**config.mk**
```make
export PLATFORM = sky130hd
export DESIGN_NAME = coin_change_dispenser_unit_flat
export DESIGN_NICKNAME = d
export VERILOG_FILES = /design/src/hw/rtl/ccd_pkg.sv /design/src/hw/rtl/ccd_req_if.sv /design/src/hw/rtl/ccd_rsp_if.sv /design/src/hw/rtl/ccd_ram.sv /design/src/hw/rtl/ccd_pay_unit.sv /design/src/hw/rtl/coin_change_dispenser_unit.sv /design/src/flat_wrapper.sv
export SDC_FILE = /design/constraint.sdc
export NUM_CORES = 1
export LEC_CHECK = 0
export ABC_AREA = 1
export BUFFER_PORTS_ARGS = -buffer_cell sky130_fd_sc_hd__buf_2
export CAP_MARGIN = 15
export CORE_AREA = 2 2 222 224
export CTS_CLUSTER_SIZE = 12
export DETAILED_ROUTE_END_ITERATION = 10
export DIE_AREA = 0 0 224 226
export PLACE_DENSITY_LB_ADDON = 0.15
export SLEW_MARGIN = 20
export SYNTH_ARGS = -nofsm -noshare
export SYNTH_HDL_FRONTEND = slang
export SYNTH_SLANG_ARGS = --single-unit
```
**constraint.sdc**
```tcl
create_clock -name clk -period 9.23 [get_ports clk]
set_clock_uncertainty 0.05 [all_clocks]
set_input_delay 0.4615 -clock clk [delete_from_list [all_inputs] [get_ports clk]]
set_output_delay 0.4615 -clock clk [all_outputs]
set_load 0.02 [all_outputs]
```
**src/hw/rtl/ccd_pkg.sv**
```systemverilog
package ccd_pkg;

  // Field widths
  localparam int ActionW = 2;
  localparam int KindW   = 4;
  localparam int CountW  = 8;
  localparam int CashW   = 16;
  localparam int RemW    = 17;
  localparam int DenomW  = 10;
  localparam int StepW   = 3;

  localparam int NUM_COIN_KINDS = 10;
  localparam logic [KindW-1:0] TOP_KIND = 4'd9;
  localparam logic [KindW-1:0] NUM_KINDS_CODE = 4'd10;
  localparam logic [CountW-1:0] STOCK_MAX = 8'hFF;

  // Action codes
  localparam logic [ActionW-1:0] ACT_PURCHASE   = 2'd0;
  localparam logic [ActionW-1:0] ACT_LOAD_PRICE = 2'd1;
  localparam logic [ActionW-1:0] ACT_LOAD_STOCK = 2'd2;

  typedef enum logic [2:0] {
    ST_IDLE,
    ST_ACK,
    ST_PRICE,
    ST_STOCK,
    ST_PAY,
    ST_EMIT,
    ST_NEXT,
    ST_FINAL
  } ccd_state_t;

  // Request to the payout unit
  typedef struct packed {
    logic              start;
    logic [CashW-1:0]  rem;
    logic [DenomW-1:0] denom;
    logic [CountW-1:0] stock;
  } ccd_pay_req_t;

  // Answer of the payout unit
  typedef struct packed {
    logic              done;
    logic [CountW-1:0] count;
    logic [CashW-1:0]  rem;
  } ccd_pay_rsp_t;

  // Denomination in cents for a coin kind
  function automatic logic [DenomW-1:0] denom_of(input logic [KindW-1:0] kind);
    logic [DenomW-1:0] d;
    unique case (kind)
      4'd0:    d = 10'd1;
      4'd1:    d = 10'd2;
      4'd2:    d = 10'd5;
      4'd3:    d = 10'd10;
      4'd4:    d = 10'd20;
      4'd5:    d = 10'd50;
      4'd6:    d = 10'd100;
      4'd7:    d = 10'd200;
      4'd8:    d = 10'd500;
      4'd9:    d = 10'd1000;
      default: d = 10'd1;
    endcase
    return d;
  endfunction

endpackage

```
**src/hw/rtl/ccd_req_if.sv**
```systemverilog
interface ccd_req_if import ccd_pkg::*; ();
  logic               valid;
  logic               ready;
  logic [ActionW-1:0] action;
  logic [KindW-1:0]   drink_index;
  logic [CashW-1:0]   amount_paid;
  logic [KindW-1:0]   preferred_coin;
  logic [KindW-1:0]   slot_index;
  logic [CashW-1:0]   slot_value;

  modport source (
    output valid, action, drink_index, amount_paid, preferred_coin, slot_index, slot_value,
    input  ready
  );
  modport sink (
    input  valid, action, drink_index, amount_paid, preferred_coin, slot_index, slot_value,
    output ready
  );
endinterface

```
**src/hw/rtl/ccd_rsp_if.sv**
```systemverilog
interface ccd_rsp_if import ccd_pkg::*; ();
  logic                   valid;
  logic                   ready;
  logic [KindW-1:0]       coin_index;
  logic [CountW-1:0]      coin_count;
  logic signed [RemW-1:0] remaining_change;
  logic                   is_final;
  logic                   last;

  modport source (
    output valid, coin_index, coin_count, remaining_change, is_final, last,
    input  ready
  );
  modport sink (
    input  valid, coin_index, coin_count, remaining_change, is_final, last,
    output ready
  );
endinterface

```
**src/hw/rtl/ccd_ram.sv**
```systemverilog
module ccd_ram #(
  parameter int WIDTH = 8,
  parameter int DEPTH = 16,
  localparam int AW = (DEPTH > 1) ? $clog2(DEPTH) : 1
) (
  input  logic             clk,
  input  logic             we,
  input  logic [AW-1:0]    waddr,
  input  logic [WIDTH-1:0] wdata,
  input  logic [AW-1:0]    raddr,
  output logic [WIDTH-1:0] rdata
);

  logic [WIDTH-1:0] mem [DEPTH];

  // Write port
  always_ff @(posedge clk) begin
    if (we) begin
      mem[waddr] <= wdata;
    end
  end

  // Registered read port
  always_ff @(posedge clk) begin
    rdata <= mem[raddr];
  end

endmodule

```
**src/hw/rtl/ccd_pay_unit.sv**
```systemverilog
module ccd_pay_unit import ccd_pkg::*; (
  input  logic         clk,
  input  logic         rst,
  input  ccd_pay_req_t req,
  output ccd_pay_rsp_t rsp
);

  logic              run;
  logic              done;
  logic [StepW-1:0]  bit_idx;
  logic [CashW-1:0]  rem;
  logic [CountW-1:0] cnt;
  logic [DenomW-1:0] denom;
  logic [CountW-1:0] stock;

  logic [CountW-1:0] trial;
  logic [RemW-1:0]   chunk;
  logic              take;

  // Try one more bit of the coin count: both the stock and the change must allow it
  always_comb begin
    trial = cnt | (CountW'(1) << bit_idx);
    chunk = RemW'(denom) << bit_idx;
    take  = (trial <= stock) && (chunk <= {1'b0, rem});
  end

  // Control
  always_ff @(posedge clk) begin
    if (rst) begin
      run  <= 1'b0;
      done <= 1'b0;
    end else begin
      done <= run && (bit_idx == '0);
      if (req.start) begin
        run <= 1'b1;
      end else if (run && (bit_idx == '0)) begin
        run <= 1'b0;
      end
    end
  end

  // Datapath: load on start, then one count bit a cycle from the top
  always_ff @(posedge clk) begin
    if (req.start) begin
      bit_idx <= StepW'(CountW - 1);
      rem     <= req.rem;
      cnt     <= '0;
      denom   <= req.denom;
      stock   <= req.stock;
    end else if (run) begin
      bit_idx <= bit_idx - StepW'(1);
      if (take) begin
        cnt <= trial;
        rem <= rem - chunk[CashW-1:0];
      end
    end
  end

  assign rsp.done  = done;
  assign rsp.count = cnt;
  assign rsp.rem   = rem;

endmodule

```
**src/hw/rtl/coin_change_dispenser_unit.sv**
```systemverilog
// Change maker with a coin stock, in whole cents. Prices and coin stock live in two
// small RAMs with registered reads; each purchase reads the price, then visits the
// preferred coin kind and the kinds from 1000 cents down to 1 cent, each visit
// reading the stock entry, sizing the payout in a bit-serial unit (one count bit a
// cycle, eight steps) and writing the stock back when coins go out. The walk stops
// early once no change is owed. One beat goes out per kind paid, then a closing beat
// with the change still owed (negative when underpaid); a load gets one acknowledge
// beat. A result beat waits in an output register, so the next item is taken while
// it is held.
module coin_change_dispenser_unit import ccd_pkg::*; #(
  parameter int NUM_DRINKS = 16
) (
  input  logic      clk,
  input  logic      rst,
  ccd_req_if.sink   req,
  ccd_rsp_if.source rsp
);

  localparam int DW = (NUM_DRINKS > 1) ? $clog2(NUM_DRINKS) : 1;

  ccd_state_t state, state_next;

  // Item registers
  logic [CashW-1:0]       paid;
  logic                   drink_ok;
  logic [KindW-1:0]       pref_kind;
  logic [KindW-1:0]       kind, kind_next;
  logic                   pref_phase, pref_phase_next;
  logic signed [RemW-1:0] rem, rem_next;
  logic [CountW-1:0]      stock_q, stock_q_next;
  logic [CountW-1:0]      cnt, cnt_next;

  // Valid bits stand for the zero reset of both tables
  logic [NUM_DRINKS-1:0]     price_vld;
  logic [NUM_COIN_KINDS-1:0] stock_vld;
  logic                      price_hit;
  logic                      stock_hit;

  // Memory ports
  logic              price_we;
  logic [DW-1:0]     price_waddr;
  logic [DW-1:0]     price_raddr;
  logic [CashW-1:0]  price_rdata;
  logic              stock_we;
  logic [KindW-1:0]  stock_waddr;
  logic [CountW-1:0] stock_wdata;
  logic [CountW-1:0] stock_rdata;

  // Payout unit
  ccd_pay_req_t pay_req;
  ccd_pay_rsp_t pay_rsp;

  // Output register
  logic                   rsp_vld;
  logic                   rsp_free;
  logic                   rsp_load;
  logic [KindW-1:0]       rsp_kind, rsp_kind_d;
  logic [CountW-1:0]      rsp_cnt, rsp_cnt_d;
  logic signed [RemW-1:0] rsp_rem, rsp_rem_d;
  logic                   rsp_fin, rsp_fin_d;

  logic                   req_acc;
  logic                   slot_in_drinks;
  logic                   slot_in_kinds;
  logic [CountW-1:0]      stock_load_val;
  logic [CashW-1:0]       price_val;
  logic [CountW-1:0]      stock_val;

  assign req.ready   = (state == ST_IDLE) && !rst;
  assign req_acc     = req.valid && req.ready;
  assign rsp_free    = !rsp_vld || rsp.ready;

  assign price_waddr = DW'(req.slot_index);
  assign price_raddr = DW'(req.drink_index);

  assign slot_in_drinks = (9'(req.slot_index) < 9'(NUM_DRINKS));
  assign slot_in_kinds  = (req.slot_index < NUM_KINDS_CODE);
  assign stock_load_val = (req.slot_value > CashW'(STOCK_MAX)) ? STOCK_MAX
                                                               : req.slot_value[CountW-1:0];

  assign price_val = (drink_ok && price_hit) ? price_rdata : '0;
  assign stock_val = stock_hit ? stock_rdata : '0;

  ccd_ram #(.WIDTH(CashW), .DEPTH(NUM_DRINKS)) u_price_ram (
    .clk   (clk),
    .we    (price_we),
    .waddr (price_waddr),
    .wdata (req.slot_value),
    .raddr (price_raddr),
    .rdata (price_rdata)
  );

  ccd_ram #(.WIDTH(CountW), .DEPTH(NUM_COIN_KINDS)) u_stock_ram (
    .clk   (clk),
    .we    (stock_we),
    .waddr (stock_waddr),
    .wdata (stock_wdata),
    .raddr (kind_next),
    .rdata (stock_rdata)
  );

  ccd_pay_unit u_pay (
    .clk (clk),
    .rst (rst),
    .req (pay_req),
    .rsp (pay_rsp)
  );

  // State register
  always_ff @(posedge clk) begin
    if (rst) begin
      state <= ST_IDLE;
    end else begin
      state <= state_next;
    end
  end

  // Next state, memory controls and result beats
  always_comb begin
    state_next      = state;
    kind_next       = kind;
    pref_phase_next = pref_phase;
    rem_next        = rem;
    stock_q_next    = stock_q;
    cnt_next        = cnt;
    price_we        = 1'b0;
    stock_we        = 1'b0;
    stock_waddr     = kind;
    stock_wdata     = stock_q - cnt_next;
    pay_req.start   = 1'b0;
    pay_req.rem     = rem[CashW-1:0];
    pay_req.denom   = denom_of(kind);
    pay_req.stock   = stock_val;
    rsp_load        = 1'b0;
    rsp_kind_d      = '0;
    rsp_cnt_d       = '0;
    rsp_rem_d       = '0;
    rsp_fin_d       = 1'b1;

    unique case (state)
      ST_IDLE: begin
        if (req_acc) begin
          unique case (req.action)
            ACT_PURCHASE: begin
              state_next = ST_PRICE;
            end
            ACT_LOAD_PRICE: begin
              price_we   = slot_in_drinks;
              state_next = ST_ACK;
            end
            ACT_LOAD_STOCK: begin
              stock_we    = slot_in_kinds;
              stock_waddr = req.slot_index;
              stock_wdata = stock_load_val;
              state_next  = ST_ACK;
            end
            default: begin
              state_next = ST_IDLE;
            end
          endcase
        end
      end

      ST_ACK: begin
        if (rsp_free) begin
          rsp_load   = 1'b1;
          state_next = ST_IDLE;
        end
      end

      // Price is back: form the change, then visit the preferred kind, or close when underpaid
      ST_PRICE: begin
        rem_next = $signed({1'b0, paid}) - $signed({1'b0, price_val});
        if (rem_next[RemW-1]) begin
          state_next = ST_FINAL;
        end else begin
          kind_next       = pref_kind;
          pref_phase_next = 1'b1;
          state_next      = ST_STOCK;
        end
      end

      // Stock entry is back: start sizing the payout
      ST_STOCK: begin
        stock_q_next  = stock_val;
        pay_req.start = 1'b1;
        state_next    = ST_PAY;
      end

      // Write the reduced stock back when coins went out
      ST_PAY: begin
        if (pay_rsp.done) begin
          rem_next = $signed({1'b0, pay_rsp.rem});
          cnt_next = pay_rsp.count;
          if (pay_rsp.count != '0) begin
            stock_we    = 1'b1;
            stock_wdata = stock_q - pay_rsp.count;
            state_next  = ST_EMIT;
          end else begin
            state_next = ST_NEXT;
          end
        end
      end

      ST_EMIT: begin
        if (rsp_free) begin
          rsp_load   = 1'b1;
          rsp_kind_d = kind;
          rsp_cnt_d  = cnt;
          rsp_rem_d  = rem;
          rsp_fin_d  = 1'b0;
          state_next = ST_NEXT;
        end
      end

      // After the preferred kind go to the top kind, then down; close at kind 0 or none owed
      ST_NEXT: begin
        if (rem == '0) begin
          state_next = ST_FINAL;
        end else if (pref_phase) begin
          pref_phase_next = 1'b0;
          kind_next       = TOP_KIND;
          state_next      = ST_STOCK;
        end else if (kind == '0) begin
          state_next = ST_FINAL;
        end else begin
          kind_next  = kind - KindW'(1);
          state_next = ST_STOCK;
        end
      end

      ST_FINAL: begin
        if (rsp_free) begin
          rsp_load   = 1'b1;
          rsp_rem_d  = rem;
          state_next = ST_IDLE;
        end
      end

      default: begin
        state_next = ST_IDLE;
      end
    endcase
  end

  // Valid bits and output valid
  always_ff @(posedge clk) begin
    if (rst) begin
      price_vld <= '0;
      stock_vld <= '0;
      rsp_vld   <= 1'b0;
    end else begin
      if (price_we) begin
        price_vld[price_waddr] <= 1'b1;
      end
      if (stock_we) begin
        stock_vld[stock_waddr] <= 1'b1;
      end
      if (rsp_load) begin
        rsp_vld <= 1'b1;
      end else if (rsp.ready) begin
        rsp_vld <= 1'b0;
      end
    end
  end

  // Item and payload registers
  always_ff @(posedge clk) begin
    if (req_acc) begin
      paid      <= req.amount_paid;
      drink_ok  <= (9'(req.drink_index) < 9'(NUM_DRINKS));
      pref_kind <= (req.preferred_coin < NUM_KINDS_CODE) ? req.preferred_coin : '0;
    end
    // Track the valid bit of each read so that unwritten entries read as zero
    price_hit  <= (9'(req.drink_index) < 9'(NUM_DRINKS)) && price_vld[price_raddr];
    stock_hit  <= stock_vld[kind_next];
    kind       <= kind_next;
    pref_phase <= pref_phase_next;
    rem        <= rem_next;
    stock_q    <= stock_q_next;
    cnt        <= cnt_next;
    if (rsp_load) begin
      rsp_kind <= rsp_kind_d;
      rsp_cnt  <= rsp_cnt_d;
      rsp_rem  <= rsp_rem_d;
      rsp_fin  <= rsp_fin_d;
    end
  end

  assign rsp.valid            = rsp_vld;
  assign rsp.coin_index       = rsp_kind;
  assign rsp.coin_count       = rsp_cnt;
  assign rsp.remaining_change = rsp_rem;
  assign rsp.is_final         = rsp_fin;
  assign rsp.last             = rsp_fin;

endmodule

```
**src/flat_wrapper.sv**
```systemverilog
// flat-port wrapper written by rule: the top's interface ports become plain ports
module coin_change_dispenser_unit_flat import ccd_pkg::*;
#(
  parameter int NUM_DRINKS = 16
)
  (clk, rst, req_valid, req_action, req_drink_index, req_amount_paid, req_preferred_coin, req_slot_index, req_slot_value, req_ready, rsp_valid, rsp_coin_index, rsp_coin_count, rsp_remaining_change, rsp_is_final, rsp_last, rsp_ready);
  ccd_req_if req_i ();
  ccd_rsp_if rsp_i ();
  input  logic clk;
  input  logic rst;
  input wire logic [$bits(req_i.valid)-1:0] req_valid;
  input wire logic [$bits(req_i.action)-1:0] req_action;
  input wire logic [$bits(req_i.drink_index)-1:0] req_drink_index;
  input wire logic [$bits(req_i.amount_paid)-1:0] req_amount_paid;
  input wire logic [$bits(req_i.preferred_coin)-1:0] req_preferred_coin;
  input wire logic [$bits(req_i.slot_index)-1:0] req_slot_index;
  input wire logic [$bits(req_i.slot_value)-1:0] req_slot_value;
  output wire logic [$bits(req_i.ready)-1:0] req_ready;
  output wire logic [$bits(rsp_i.valid)-1:0] rsp_valid;
  output wire logic [$bits(rsp_i.coin_index)-1:0] rsp_coin_index;
  output wire logic [$bits(rsp_i.coin_count)-1:0] rsp_coin_count;
  output wire logic [$bits(rsp_i.remaining_change)-1:0] rsp_remaining_change;
  output wire logic [$bits(rsp_i.is_final)-1:0] rsp_is_final;
  output wire logic [$bits(rsp_i.last)-1:0] rsp_last;
  input wire logic [$bits(rsp_i.ready)-1:0] rsp_ready;
  assign req_i.valid = req_valid;
  assign req_i.action = req_action;
  assign req_i.drink_index = req_drink_index;
  assign req_i.amount_paid = req_amount_paid;
  assign req_i.preferred_coin = req_preferred_coin;
  assign req_i.slot_index = req_slot_index;
  assign req_i.slot_value = req_slot_value;
  assign req_ready = req_i.ready;
  assign rsp_valid = rsp_i.valid;
  assign rsp_coin_index = rsp_i.coin_index;
  assign rsp_coin_count = rsp_i.coin_count;
  assign rsp_remaining_change = rsp_i.remaining_change;
  assign rsp_is_final = rsp_i.is_final;
  assign rsp_last = rsp_i.last;
  assign rsp_i.ready = rsp_ready;
  coin_change_dispenser_unit #(.NUM_DRINKS(NUM_DRINKS)) u_core (.clk(clk), .rst(rst), .req(req_i), .rsp(rsp_i));
endmodule
```
==> reports/qor.txt, run 1 <==
=========================================================================================
Run status                                                                   finished clean
Yosys warns                                                                             0
Proportion of register bits with asynchronous set or reset after synthesis              0
CTS Buf Count                                                                          55
Clock buffer depth                                                                      3
DP Wirelength                                                                    38100 µm
Area used by multi-input combinational logic                                  0.00767 mm²
Synth cell types                                                                       54
Via Count                                                                           16166
Die extent in x                                                                    224 µm
Number of global-route vias before repair                                           15620
Area share of the largest cell type after synthesis                                 0.559
Placeable core area                                                            0.0483 mm²
Number of detailed-routing iterations run before antenna repair                         6
Cell type with the highest aggregate area in the netlist                         edfxtp_1
CTS HTree Levels                                                                        2
Net count of the finished layout                                                     2468
GPL Wtd Cong                                                                        0.892
Final total negative setup slack                                                     0 ns
Fmax achieved                                                                   0.213 GHz
Placed instance count                                                                2880
Areal power density over the cells                                             258 mW/mm²
Hold Violations, Final                                                                  0
Number of instances in the synthesized netlist                                       2241
Crit path arrival time                                                            4.89 ns
Worst IR Drop VDD                                                                  138 µV
Antenna-violating nets left                                                             0
Layout filler cell count                                                             4105
Highest routed metal layer                                                           met5
Final clock period utilization by the worst path                                    0.510
Initial standard-cell utilization of the core                                       0.496
Share of cells above drive strength 1                                               0.106
DRC viols                                                                               0
Number of standard cells in the final layout excluding fillers                       2996
Num ports                                                                              83
Height of the die                                                                  226 µm
Total of flip-flops plus latches after synthesis                                      519
Fraction of the yosys area taken by sequential cells                                0.619
Area of the mapped netlist                                                     0.0240 mm²
Pin count of the biggest net entering global routing                                  107
Maximum fanout along the worst path                                                    17
1st-iter DRT viols                                                                   1288
Wire length of the first global-routing pass                                     90500 µm
Final Power                                                                       6.95 mW
Global-route total usage across every layer                                         0.237
Setup Buffers After CTS                                                                 0
Number of enable-type register cells in the synthesized netlist                       446
Met2 wirelength from detailed routing                                            28600 µm
Worst Setup Path Type                                                          reg -> reg
Remaining Overflow, GRT                                                                 0
Met3 WL                                                                           2930 µm
Area after detailed placement                                                  0.0250 mm²
Average routed wire per standard cell                                             19.8 µm
Antenna Diode Count                                                                     0
Share of the core filled with cells                                                 0.556
Total Wirelength                                                                 59200 µm
Total of buffers placed on input and output ports                                      82
Setup violation total in the final timing report                                        0
List of most frequent post-synthesis cells                                   edfxtp_1 (446), nand2_1 (355), inv_1 (273)
Sink count of the clock tree                                                          519
Met1 WL                                                                          26300 µm
Kind of end point of the critical path                                               flop
Mean instance size in the synthesized netlist                                    10.7 µm²
Area delta synth->final                                                             12.2%
RSZ-0062 raised after global routing                                                false
Die area                                                                       0.0506 mm²
Final-report max-slew violation count                                                   0
Leading post-synthesis cells by cell area                                    edfxtp_1 (56%), dfxtp_1 (6.1%), nand2_1 (5.6%)
Via-to-Cell Ratio                                                                    5.40
Number of resized instances in the post-cts repair step                                 0
Cell with the most instances after synthesis                                     edfxtp_1
Crit path required time                                                           9.42 ns
FF/Latch Area                                                                  0.0149 mm²
Worst-skew pair later-pin latency                                                 0.63 ns
Max capacitance violation total                                                         0
Class of the most critical hold timing path                                     in -> reg
Clock slew seen by the registers of the worst setup and hold paths                0.06 ns
Fin area                                                                       0.0269 mm²
Row count                                                                              81
Clock Tree Root                                                                 clkbuf_16
Clock tree from TritonCTS                                                           built
CP startpoint kind                                                                   flop
Slew margin rel.                                                                    0.231
Primary FF master, synth                                                         edfxtp_1
Post-layout minimum cycle time                                                    4.70 ns
Post-cts hold buffer count                                                             16
Transition time of the tightest slew-check pin                                    1.15 ns
Antenna violations before repair                                                        3
Post-Synthesis Net Count                                                             2378
Reported leakage power                                                            10.7 nW
=========================================================================================
==> report_power, final <==
| part | internal, mW | leakage [nW] | switching (mW) | total (mW) |
|---|---|---|---|---|
| combinational | 0.596 | 5.17 | 1.31 | 1.91 |
| clock | 1.21 | 0.837 | 0.909 | 2.12 |
| sequential | 2.80 | 4.65 | 0.113 | 2.92 |
| total | 4.61 | 10.7 | 2.33 | 6.95 |
==> logic make-up (layout without fill, tap and decap cells) <==
| kind of cell | count (synthesis) | in the layout | share of synthesized area |
|---|---|---|---|
| simple gates | 741 | 741 | 0.134 |
| flops | 519 | 519 | 0.619 |
| compound gates | 416 | 416 | 0.0988 |
| buf+inv | 382 | 515 | 0.0628 |
| fa+ha+maj | 87 | 87 | 0.0467 |
| mux | 69 | 69 | 0.0288 |
| xor+xnor | 27 | 27 | 0.00986 |
==> stage by stage <==
| stage | setup slack [ns] | hold slack, ns |
|---|---|---|
| 3_3_place_gp | 4.55 | 0.365 |
| 2_1_floorplan | 5.79 | 0.358 |
| 5_1_grt | 4.06 | 0.0898 |
| 6_report | 4.53 | 0.111 |
| 4_1_cts | 4.51 | 0.0855 |
| 3_5_place_dp | 4.52 | 0.364 |
==> final cells by class <==
class | count | area share
inverters | 292 | 0.0408
multi-input cells | 1340 | 0.285
clock buffers | 80 | 0.0558
clock inverters | 20 | 0.00842
well taps | 622 | 0.0289
flip-flops and latches | 519 | 0.552
repair buffers | 123 | 0.0286
==> per-layer routing <==
metal	track usage	vias up
met5	0	-
met2	0.401	383
li1	-	7885
met3	0.0356	94
met1	0.319	7798
met4	0.0630	6
==> sequential cells by signal (all words and copies together) (netlist names), 3 cells and up <==
| name | count |
|---|---|
| u_core.u_price_ram.mem | 256 |
| u_core.u_pay.cnt | 8 |
| u_core.price_vld | 16 |
| u_core.kind | 4 |
| u_core.u_pay.denom | 10 |
| u_core.u_stock_ram.rdata | 8 |
| u_core.state | 3 |
| u_core.rsp.coin_count | 8 |
| u_core.cnt | 8 |
| u_core.u_pay.rem | 16 |
| u_core.stock_vld | 10 |
| u_core.u_pay.stock | 8 |
| u_core.rsp.remaining_change | 17 |
| u_core.rem | 17 |
| u_core.pref_kind | 4 |
| u_core.rsp.coin_index | 4 |
| u_core.paid | 16 |
| u_core.u_price_ram.rdata | 16 |
| u_core.u_pay.bit_idx | 3 |
| u_core.u_stock_ram.mem | 80 |
==> worst max-delay path, stage by stage (launching register included) <==
cell and delay [ns]:
dfxtp_1 0.65, clkinv_1 0.45, nand2_1 0.19, nand2_1 0.06, o21ai_0 0.25, inv_1 0.07, o21ai_0 0.25, inv_1 0.09
ha_1 0.36, nand2_1 0.13, inv_1 0.09, nand3_1 0.12, nor3_1 0.24, nand4_1 0.11, nand2_1 0.14, nand3_1 0.31
nand2_1 0.76
==> worst paths after layout <==
check | from | endpoint | slack, ns | cells past startpoint
worst min register to register | u_core.u_pay.cnt[1]$_SDFFE_PP0P_ | u_core.cnt[1]$_DFFE_PP_ | 0.38 | 0
worst max register to register | u_core.u_pay.bit_idx[0]$_SDFFE_PP1P_ | u_core.u_pay.rem[15]$_DFFE_PP_ | 4.53 | 16
worst min-delay path | req_preferred_coin[3] | u_core.pref_kind[2]$_SDFFCE_PP0P_ | 0.11 | 2
worst max-delay path | u_core.u_pay.bit_idx[0]$_SDFFE_PP1P_ | u_core.u_pay.rem[15]$_DFFE_PP_ | 4.53 | 16
==> layout by cell type (no fill, tap or decap), types with 69 or more instances in the layout <==
| cell type | count |
|---|---|
| a21oi_1 | 126 |
| buf_2 | 81 |
| dfxtp_1 | 73 |
| edfxtp_1 | 446 |
| ha_1 | 83 |
| inv_1 | 272 |
| mux2i_1 | 69 |
| nand2_1 | 355 |
| nand3_1 | 140 |
| nor2_1 | 163 |
| o211ai_1 | 72 |
| o21ai_0 | 174 |
Power figures use the tool's default switching activity.
==> run 2: changes to the inputs <==
--- a/config.mk
+++ b/config.mk
@@ -5,13 +5,13 @@
 export SDC_FILE = /design/constraint.sdc
 export NUM_CORES = 1
 export LEC_CHECK = 0
-export ABC_AREA = 1
+export ABC_AREA = 0
 export BUFFER_PORTS_ARGS = -buffer_cell sky130_fd_sc_hd__buf_2
 export CAP_MARGIN = 15
-export CORE_AREA = 2 2 222 224
+export CORE_AREA = 2 2 218 220
 export CTS_CLUSTER_SIZE = 12
 export DETAILED_ROUTE_END_ITERATION = 10
-export DIE_AREA = 0 0 224 226
+export DIE_AREA = 0 0 220 222
 export PLACE_DENSITY_LB_ADDON = 0.15
 export SLEW_MARGIN = 20
 export SYNTH_ARGS = -nofsm -noshare
==> constraint.sdc (replaced) <==
create_clock -name clk -period 3.9 [get_ports clk]
set_clock_uncertainty 0.05 [all_clocks]
set_input_delay 0.195 -clock clk [delete_from_list [all_inputs] [get_ports clk]]
set_output_delay 0.195 -clock clk [all_outputs]
set_load 0.02 [all_outputs]
==> run 2 against run 1 <==
  * Cell area fell by 0.96%
  * First-iteration DRC count up 5.4%
  * Power grew 100%
  * Wire length is 8.5% lower
  * Critical endpoint is now u_core.u_pay.rem[13]$_DFFE_PP_
  * Global-route usage down 1.0 points
  * Maximum frequency increased by 30%
  * Utilization rose by 1.9 points
  * Non-clock buffer count is 64 higher
  * Setup slack lost 4.2 ns
  * Flip-flop and latch count unchanged
  * Synthesized cell count down 28%
==> reports/qor.txt, run 2 <==
=================================================================================================================
Run status                                                                                           finished clean
Slew margin rel.                                                                                            0.356
Proportion of register bits with asynchronous set or reset after synthesis                                      0
Layout filler cell count                                                                                     3685
Via-to-Cell Ratio                                                                                            5.65
Primary FF master, synth                                                                                 edfxtp_1
Net count of the finished layout                                                                             1921
1st-iter DRT viols                                                                                           1357
Post-Synthesis Net Count                                                                                     1742
Remaining Overflow, GRT                                                                                         0
Endpoint of the lowest-slack register-to-register path                                               u_core.u_pay.rem[13]$_DFFE_PP_
Worst Setup Path Type                                                                                  reg -> reg
DP Wirelength                                                                                            35300 µm
Sink count of the clock tree                                                                                  519
Average routed wire per standard cell                                                                     22.2 µm
Total Wirelength                                                                                         54200 µm
Clock buffer depth                                                                                              3
Simple-gate share of the synthesized area                                                                  0.0843
Hold Violations, Final                                                                                          0
Final-report max-slew violation count                                                                           0
Kind of end point of the critical path                                                                       flop
Area delta synth->final                                                                                     15.9%
Critical hold path startpoint                                                                                 rst
Global-route total usage across every layer                                                                 0.226
CTS Buf Count                                                                                                  54
Worst hold stages                                                                                               3
Leading cell types in the layout, fill and taps excluded                                             edfxtp_1 (446), nor2_1 (128), nand2_1 (124), a21oi_1 (88), mux4_2 (86)
Clock Tree Root                                                                                         clkbuf_16
Pin count of the biggest net entering global routing                                                           34
Final clock period utilization by the worst path                                                            0.927
Share of cells above drive strength 1                                                                       0.190
Die extent in x                                                                                            220 µm
Maximum fanout along the worst path                                                                            16
Clock tree from TritonCTS                                                                                   built
Depth of the worst register-to-register path                                                                   11
Max reg flops                                                                                                 256
Mean instance size in the synthesized netlist                                                            14.3 µm²
CTS HTree Levels                                                                                                2
Area of the mapped netlist                                                                             0.0230 mm²
Wire length of the first global-routing pass                                                             82900 µm
GPL Wtd Cong                                                                                                0.894
FF/Latch Area                                                                                          0.0149 mm²
Compound-gate portion of the synthesized area                                                              0.0729
Leading cell type in the layout, fill and taps excluded                                                  edfxtp_1
Synth cell types                                                                                               68
Total of buffers placed on input and output ports                                                              82
Placeable core area                                                                                    0.0463 mm²
Initial standard-cell utilization of the core                                                               0.497
Arithmetic-cell share of the synthesized area counting full adders, half adders and majority gates         0.0487
Num ports                                                                                                      83
Transition time of the tightest slew-check pin                                                           0.964 ns
Die area                                                                                               0.0488 mm²
Fmax achieved                                                                                           0.277 GHz
Setup Buffers After CTS                                                                                         0
Row count                                                                                                      79
Reported leakage power                                                                                    9.80 nW
CP startpoint kind                                                                                           flop
Worst-skew pair later-pin latency                                                                         0.63 ns
DRC viols                                                                                                       0
Antenna Diode Count                                                                                             0
Worst IR Drop VDD                                                                                          449 µV
Worst setup slack after layout                                                                           0.285 ns
Leading post-synthesis cells by cell area                                                            edfxtp_1 (58%), mux4_2 (8.4%), dfxtp_1 (6.4%)
Worst-case setup slack after placement                                                                  0.0681 ns
Share of cell area taken by muxes after synthesis                                                           0.109
Via Count                                                                                                   13769
Antenna violations before repair                                                                                1
Area share of the largest cell type after synthesis                                                         0.583
Number of detailed-routing iterations run before antenna repair                                                 5
Clock slew seen by the registers of the worst setup and hold paths                                        0.07 ns
Area used by multi-input combinational logic                                                          0.00763 mm²
Largest registers in the final layout                                                                u_core.u_price_ram.mem x256, u_core.u_stock_ram.mem x80
Number of enable-type register cells in the synthesized netlist                                               446
Post-layout minimum cycle time                                                                            3.62 ns
Number of global-route vias before repair                                                                   13892
Cell with the most instances after synthesis                                                             edfxtp_1
Max capacitance violation total                                                                                 0
Total of flip-flops plus latches after synthesis                                                              519
Share of the core filled with cells                                                                         0.576
List of most frequent post-synthesis cells                                                           edfxtp_1 (446), nor2_1 (141), nand2_1 (124)
Setup violation total in the final timing report                                                                0
Areal power density over the cells                                                                     524 mW/mm²
Top register by number of flip-flops                                                                 u_core.u_price_ram.mem
Crit path arrival time                                                                                    3.80 ns
Crit path required time                                                                                   4.08 ns
Antenna-violating nets left                                                                                     0
Launch point of the worst reg-to-reg path                                                            u_core.u_pay.bit_idx[1]$_SDFFE_PP1P_
Hold Path Sink                                                                                       u_core.price_vld[13]$_SDFFE_PP0P_
Fraction of the yosys area taken by sequential cells                                                        0.646
Post-synthesis xor/xnor area fraction                                                                      0.0122
Cell type with the highest aggregate area in the netlist                                                 edfxtp_1
Largest family of logic cells by synthesized area                                                    multiplexers
Class of the most critical hold timing path                                                             in -> reg
Setup slack of the most critical reg-to-reg path                                                          0.28 ns
Height of the die                                                                                          222 µm
Yosys warns                                                                                                     0
Number of instances in the synthesized netlist                                                               1605
=================================================================================================================
run 2: metal layers:
layer,up-vias,GRT usage,part of all wire
li1,6393,-,-
met1,6967,0.321,0.44
met2,330,0.367,0.49
met3,77,0.0314,0.047
met4,2,0.0654,0.023
met5,-,0,0.00024
run 2: repair_timing:
action	in CTS	in global routing
hold buffers	38	0
resized for setup	0	6
endpoints found under the hold margin	277	0
setup endpoints to repair	0	25
run 2: cell families (layout without fill, tap and decap cells):
kind of cell | Yosys count | count (layout)
AOI/OAI and AO/OA | 260 | 260
xor gates and xnor gates | 32 | 32
adders and majority gates | 87 | 87
buffers and inverters | 152 | 375
DFF | 519 | 519
muxes | 142 | 142
and+or+nand+nor | 413 | 413
run 2: area by class of cell:
type	count	area share
multi-input combinational	934	0.286
sequential	519	0.558
clock buffer	88	0.0602
clock inverter	12	0.00573
inverter	88	0.0124
tap	607	0.0285
timing repair buffer	187	0.0493
run 2: report_power, final:
part	internal [mW]	switching, mW
registers	6.26	0.152
clock network	2.90	2.15
logic	1.04	1.47
run 2: worst max path at each step:
| stage | slack, ns | startpoint | end |
|---|---|---|---|
| 3_3_place_gp | 0.14 | u_core.u_pay.bit_idx[1]$_SDFFE_PP1P_ | u_core.u_pay.rem[15]$_DFFE_PP_ |
| 4_1_cts | 0.04 | u_core.u_pay.bit_idx[1]$_SDFFE_PP1P_ | u_core.u_pay.rem[15]$_DFFE_PP_ |
| 5_1_grt | -0.01 | u_core.u_pay.bit_idx[1]$_SDFFE_PP1P_ | u_core.u_pay.rem[15]$_DFFE_PP_ |
| 3_5_place_dp | 0.07 | u_core.u_pay.bit_idx[1]$_SDFFE_PP1P_ | u_core.u_pay.rem[15]$_DFFE_PP_ |
| 6_report | 0.28 | u_core.u_pay.bit_idx[1]$_SDFFE_PP1P_ | u_core.u_pay.rem[13]$_DFFE_PP_ |
| 2_1_floorplan | 0.11 | u_core.u_pay.bit_idx[1]$_SDFFE_PP1P_ | u_core.u_pay.rem[0]$_DFFE_PP_ |
run 2: through the flow:
stage	instance area, µm²	instances	hold slack [ns]	power [mW]	TNS [ns]
floorplan	23000	1605	0.244	8.24	0
global placement	24500	2297	0.322	8.94	0
detailed placement	24500	2297	0.326	8.98	0
CTS	26600	2435	0.0378	14.0	0
global route	26600	2435	0.0662	14.5	-0.00977
finish	26600	2435	0.0815	14.0	0
run 2: critical path, stage by stage (launching register included):
cell and delay [ns]:
dfxtp_2 0.43, mux2_2 0.37, nand2_1 0.06, o21ai_0 0.10
o21ai_0 0.38, inv_1 0.09, ha_1 0.30, and4_1 0.22
a2111oi_0 0.39, a21oi_1 0.13, o31ai_2 0.25, or2_2 0.45
==> run 3: changes to the inputs <==
--- a/config.mk
+++ b/config.mk
@@ -8,12 +8,13 @@
 export ABC_AREA = 0
 export BUFFER_PORTS_ARGS = -buffer_cell sky130_fd_sc_hd__buf_2
 export CAP_MARGIN = 15
-export CORE_AREA = 2 2 218 220
+export CORE_AREA = 2 2 222 224
 export CTS_CLUSTER_SIZE = 12
 export DETAILED_ROUTE_END_ITERATION = 10
-export DIE_AREA = 0 0 220 222
-export PLACE_DENSITY_LB_ADDON = 0.15
+export DIE_AREA = 0 0 224 226
+export PLACE_DENSITY = 0.73
 export SLEW_MARGIN = 20
 export SYNTH_ARGS = -nofsm -noshare
 export SYNTH_HDL_FRONTEND = slang
+export SYNTH_HIERARCHICAL = 1
 export SYNTH_SLANG_ARGS = --single-unit
==> run 3 against run 2 <==
  * Synthesized cell count increased by 4.3%
  * Cell area is 2.5% higher
  * Die area grew 3.7%
  * Global-route usage down 0.52 points
  * Cell count increased by 3.0%
  * Critical endpoint is now u_core/u_stock_ram/rdata[6]$_DFF_P_
  * Largest cell class unchanged
==> reports/qor.txt, run 3 <==
=================================================================================================================
Dominant delay contributor by cell family on the critical path                                       compound AO/OA/AOI/OAI gates
Num ports                                                                                                      83
CP startpoint kind                                                                                           flop
Crit path arrival time                                                                                    4.09 ns
Height of the die                                                                                          226 µm
Crit path required time                                                                                   4.34 ns
Area after detailed placement                                                                          0.0252 mm²
Slew margin rel.                                                                                            0.230
Proportion of register bits with asynchronous set or reset after synthesis                                      0
Worst Setup Path Type                                                                                  reg -> reg
Fmax achieved                                                                                           0.274 GHz
Layout filler cell count                                                                                     3715
Final clock period utilization by the worst path                                                            0.935
Hold Violations, Final                                                                                          0
Leading cell type in the layout, fill and taps excluded                                                  edfxtp_1
Worst Path Buf+Inv                                                                                              0
Global-route total usage across every layer                                                                 0.221
Worst setup slack after layout                                                                           0.252 ns
Setup violation total in the final timing report                                                                0
Leading cell types in the layout, fill and taps excluded                                             edfxtp_1 (454), nand2_1 (146), nor2_1 (102), inv_1 (86)
Via-to-Cell Ratio                                                                                            5.84
Average routed wire per standard cell                                                                     22.0 µm
Max reg flops                                                                                                 256
Top register by number of flip-flops                                                                 u_core/u_price_ram/mem
Leading post-synthesis cells by cell area                                                            edfxtp_1 (57%), dfxtp_1 (7.0%), mux4_2 (5.9%)
Total of flip-flops plus latches after synthesis                                                              537
DRC viols                                                                                                       0
Row count                                                                                                      81
Area share of the largest cell type after synthesis                                                         0.572
Total of buffers placed on input and output ports                                                              82
Die extent in x                                                                                            224 µm
DP Wirelength                                                                                            37100 µm
Antenna violations before repair                                                                                6
Areal power density over the cells                                                                     552 mW/mm²
Max capacitance violation total                                                                                 0
Transition time of the tightest slew-check pin                                                            1.15 ns
Share of cell area taken by muxes after synthesis                                                          0.0956
Number of enable-type register cells in the synthesized netlist                                               454
Net count of the finished layout                                                                             1984
Class of the most critical hold timing path                                                             in -> reg
Primary FF master, synth                                                                                 edfxtp_1
Die area                                                                                               0.0506 mm²
Arithmetic-cell share of the synthesized area counting full adders, half adders and majority gates         0.0464
Largest family of logic cells by synthesized area                                                    multiplexers
Kind of end point of the critical path                                                                       flop
Synth cell types                                                                                               84
Initial standard-cell utilization of the core                                                               0.493
1st-iter DRT viols                                                                                           1412
Remaining Overflow, GRT                                                                                         0
List of most frequent post-synthesis cells                                                           edfxtp_1 (454), nand2_1 (146), nor2_1 (105)
Tightest hold margin                                                                                    0.0578 ns
CTS Buf Count                                                                                                  55
Setup Buffers After CTS                                                                                         0
Cell with the most instances after synthesis                                                             edfxtp_1
Antenna-violating nets left                                                                                     0
Area of the mapped netlist                                                                             0.0238 mm²
Clock Tree Root                                                                                         clkbuf_16
Share of cells above drive strength 1                                                                       0.185
CTS HTree Levels                                                                                                2
Mean instance size in the synthesized netlist                                                            14.2 µm²
Cell type with the highest aggregate area in the netlist                                                 edfxtp_1
Post-synthesis xor/xnor area fraction                                                                      0.0136
Final total negative setup slack                                                                             0 ns
Reported leakage power                                                                                    9.98 nW
Final-report max-slew violation count                                                                           0
Pin count of the biggest net entering global routing                                                           47
Maximum fanout along the worst path                                                                             9
Post-Synthesis Net Count                                                                                     1810
Cell Chain, Critical Path                                                                            and2_1 > ha_1 > fa_1 > nand2b_1 > a21oi_1 > o21ai_2 > nand3_2 > and2_1 > a21oi_1 > o32a_1 > nand2b_1 > o22ai_1 > o31ai_1
GPL Wtd Cong                                                                                                0.941
Largest registers in the final layout                                                                u_core/u_price_ram/mem x256, u_core/u_stock_ram/mem x80
Number of global-route vias before repair                                                                   14731
Via Count                                                                                                   14648
Yosys warns                                                                                                     6
Placeable core area                                                                                    0.0483 mm²
Compound-gate portion of the synthesized area                                                              0.0854
Clock buffer depth                                                                                              3
Wire length of the first global-routing pass                                                             85300 µm
Master of the slowest instance on the critical path                                                          fa_1
Fraction of the yosys area taken by sequential cells                                                        0.642
Worst-skew pair later-pin latency                                                                         0.62 ns
Fin area                                                                                               0.0273 mm²
Clock slew seen by the registers of the worst setup and hold paths                                        0.06 ns
Simple-gate share of the synthesized area                                                                  0.0868
Clock tree from TritonCTS                                                                                   built
Run status                                                                                           finished clean
Post-layout minimum cycle time                                                                            3.65 ns
Largest incremental delay on the critical path                                                            0.43 ns
Area delta synth->final                                                                                     14.6%
Worst-case setup slack after placement                                                                  0.0614 ns
Number of detailed-routing iterations run before antenna repair                                                 6
Worst IR Drop VDD                                                                                          376 µV
RSZ-0062 raised after global routing                                                                        false
Sink count of the clock tree                                                                                  537
Number of instances in the synthesized netlist                                                               1674
Total Wirelength                                                                                         55300 µm
=================================================================================================================
-- run 3: cell count changes after synthesis, moves of 9 or more --
cell,delta
o21ai_0,+10
mux4_1,+10
clkbuf_1,-11
mux2_2,+27
a21oi_1,-17
mux4_2,-24
dfxtp_1,+10
a22o_1,+14
nor2_1,-36
nand2_1,+22
and2_1,+9
a22oi_1,+35
mux2i_1,-24
-- run 3: power breakdown --
part,switching (mW),internal (mW)
Clock,2.15,2.86
Combinational,1.93,1.40
Sequential,0.178,6.54
Total,4.26,10.8
-- run 3: cell families after synthesis --
logic type,Yosys count
AND/OR/NAND/NOR,427
buffers and inverters,157
XOR/XNOR,37
AO/OA/AOI/OAI,300
flip-flops,537
multiplexers,130
adder cells (fa/ha/maj),86
-- run 3: worst register-to-register path: stages (launching register included) --
cell and delay, ns:
dfxtp_2 0.36, and2_1 0.19, ha_1 0.23, fa_1 0.43
nand2b_1 0.18, a21oi_1 0.27, o21ai_2 0.13, nand3_2 0.12
and2_1 0.25, a21oi_1 0.11, o32a_1 0.40, nand2b_1 0.37
o22ai_1 0.16, o31ai_1 0.29
-- run 3: worst paths after layout --
path / startpoint / cells after the start / slack [ns] / endpoint
max: u_core/price_hit$_DFF_P_ / 13 / 0.25 / u_core/u_stock_ram/rdata[6]$_DFF_P_
min: req_drink_index[3] / 2 / 0.06 / u_core/price_hit$_DFF_P_
max reg2reg: u_core/price_hit$_DFF_P_ / 13 / 0.25 / u_core/u_stock_ram/rdata[6]$_DFF_P_
min reg2reg: u_core/pay_req[10]$_DFF_P_ / 0 / 0.35 / u_core/u_pay/denom[2]$_DFFE_PP_
-- run 3: final cells by class --
| type | count | area (µm²) | area share |
|---|---|---|---|
| flip-flops and latches | 537 | 15300 | 0.560 |
| multi-input cells | 980 | 7850 | 0.288 |
| clock buffers | 78 | 1530 | 0.0560 |
| repair buffers | 183 | 1310 | 0.0479 |
| well taps | 622 | 778 | 0.0285 |
| inverters | 91 | 344 | 0.0126 |
| clock inverters | 17 | 186 | 0.00683 |
| diodes | 1 | 2.50 | 0.0000917 |
-- run 3: metal layers --
metal / routed length (µm) / GRT usage / vias to the layer above
li1: - / - / 6663
met4: 1680 / 0.0740 / 6
met3: 3500 / 0.0398 / 123
met2: 26600 / 0.369 / 556
met5: 38 / 0 / -
met1: 23500 / 0.294 / 7300
-- run 3: metrics by stage --
step | total power [mW] | util | std cells
floorplan | 9.26 | - | 1674
global placement | 9.99 | 0.521 | 2373
detailed placement | 10.1 | 0.521 | 2373
CTS | 15.1 | 0.564 | 2508
global route | 15.7 | 0.565 | 2509
finish | 15.1 | 0.565 | 2509
-- run 3: repair_timing --
item,4_1_cts,5_1_grt
gates resized for setup,0,3
hold endpoints to repair,280,0
endpoints found under the setup margin,0,24
hold buffers,40,0
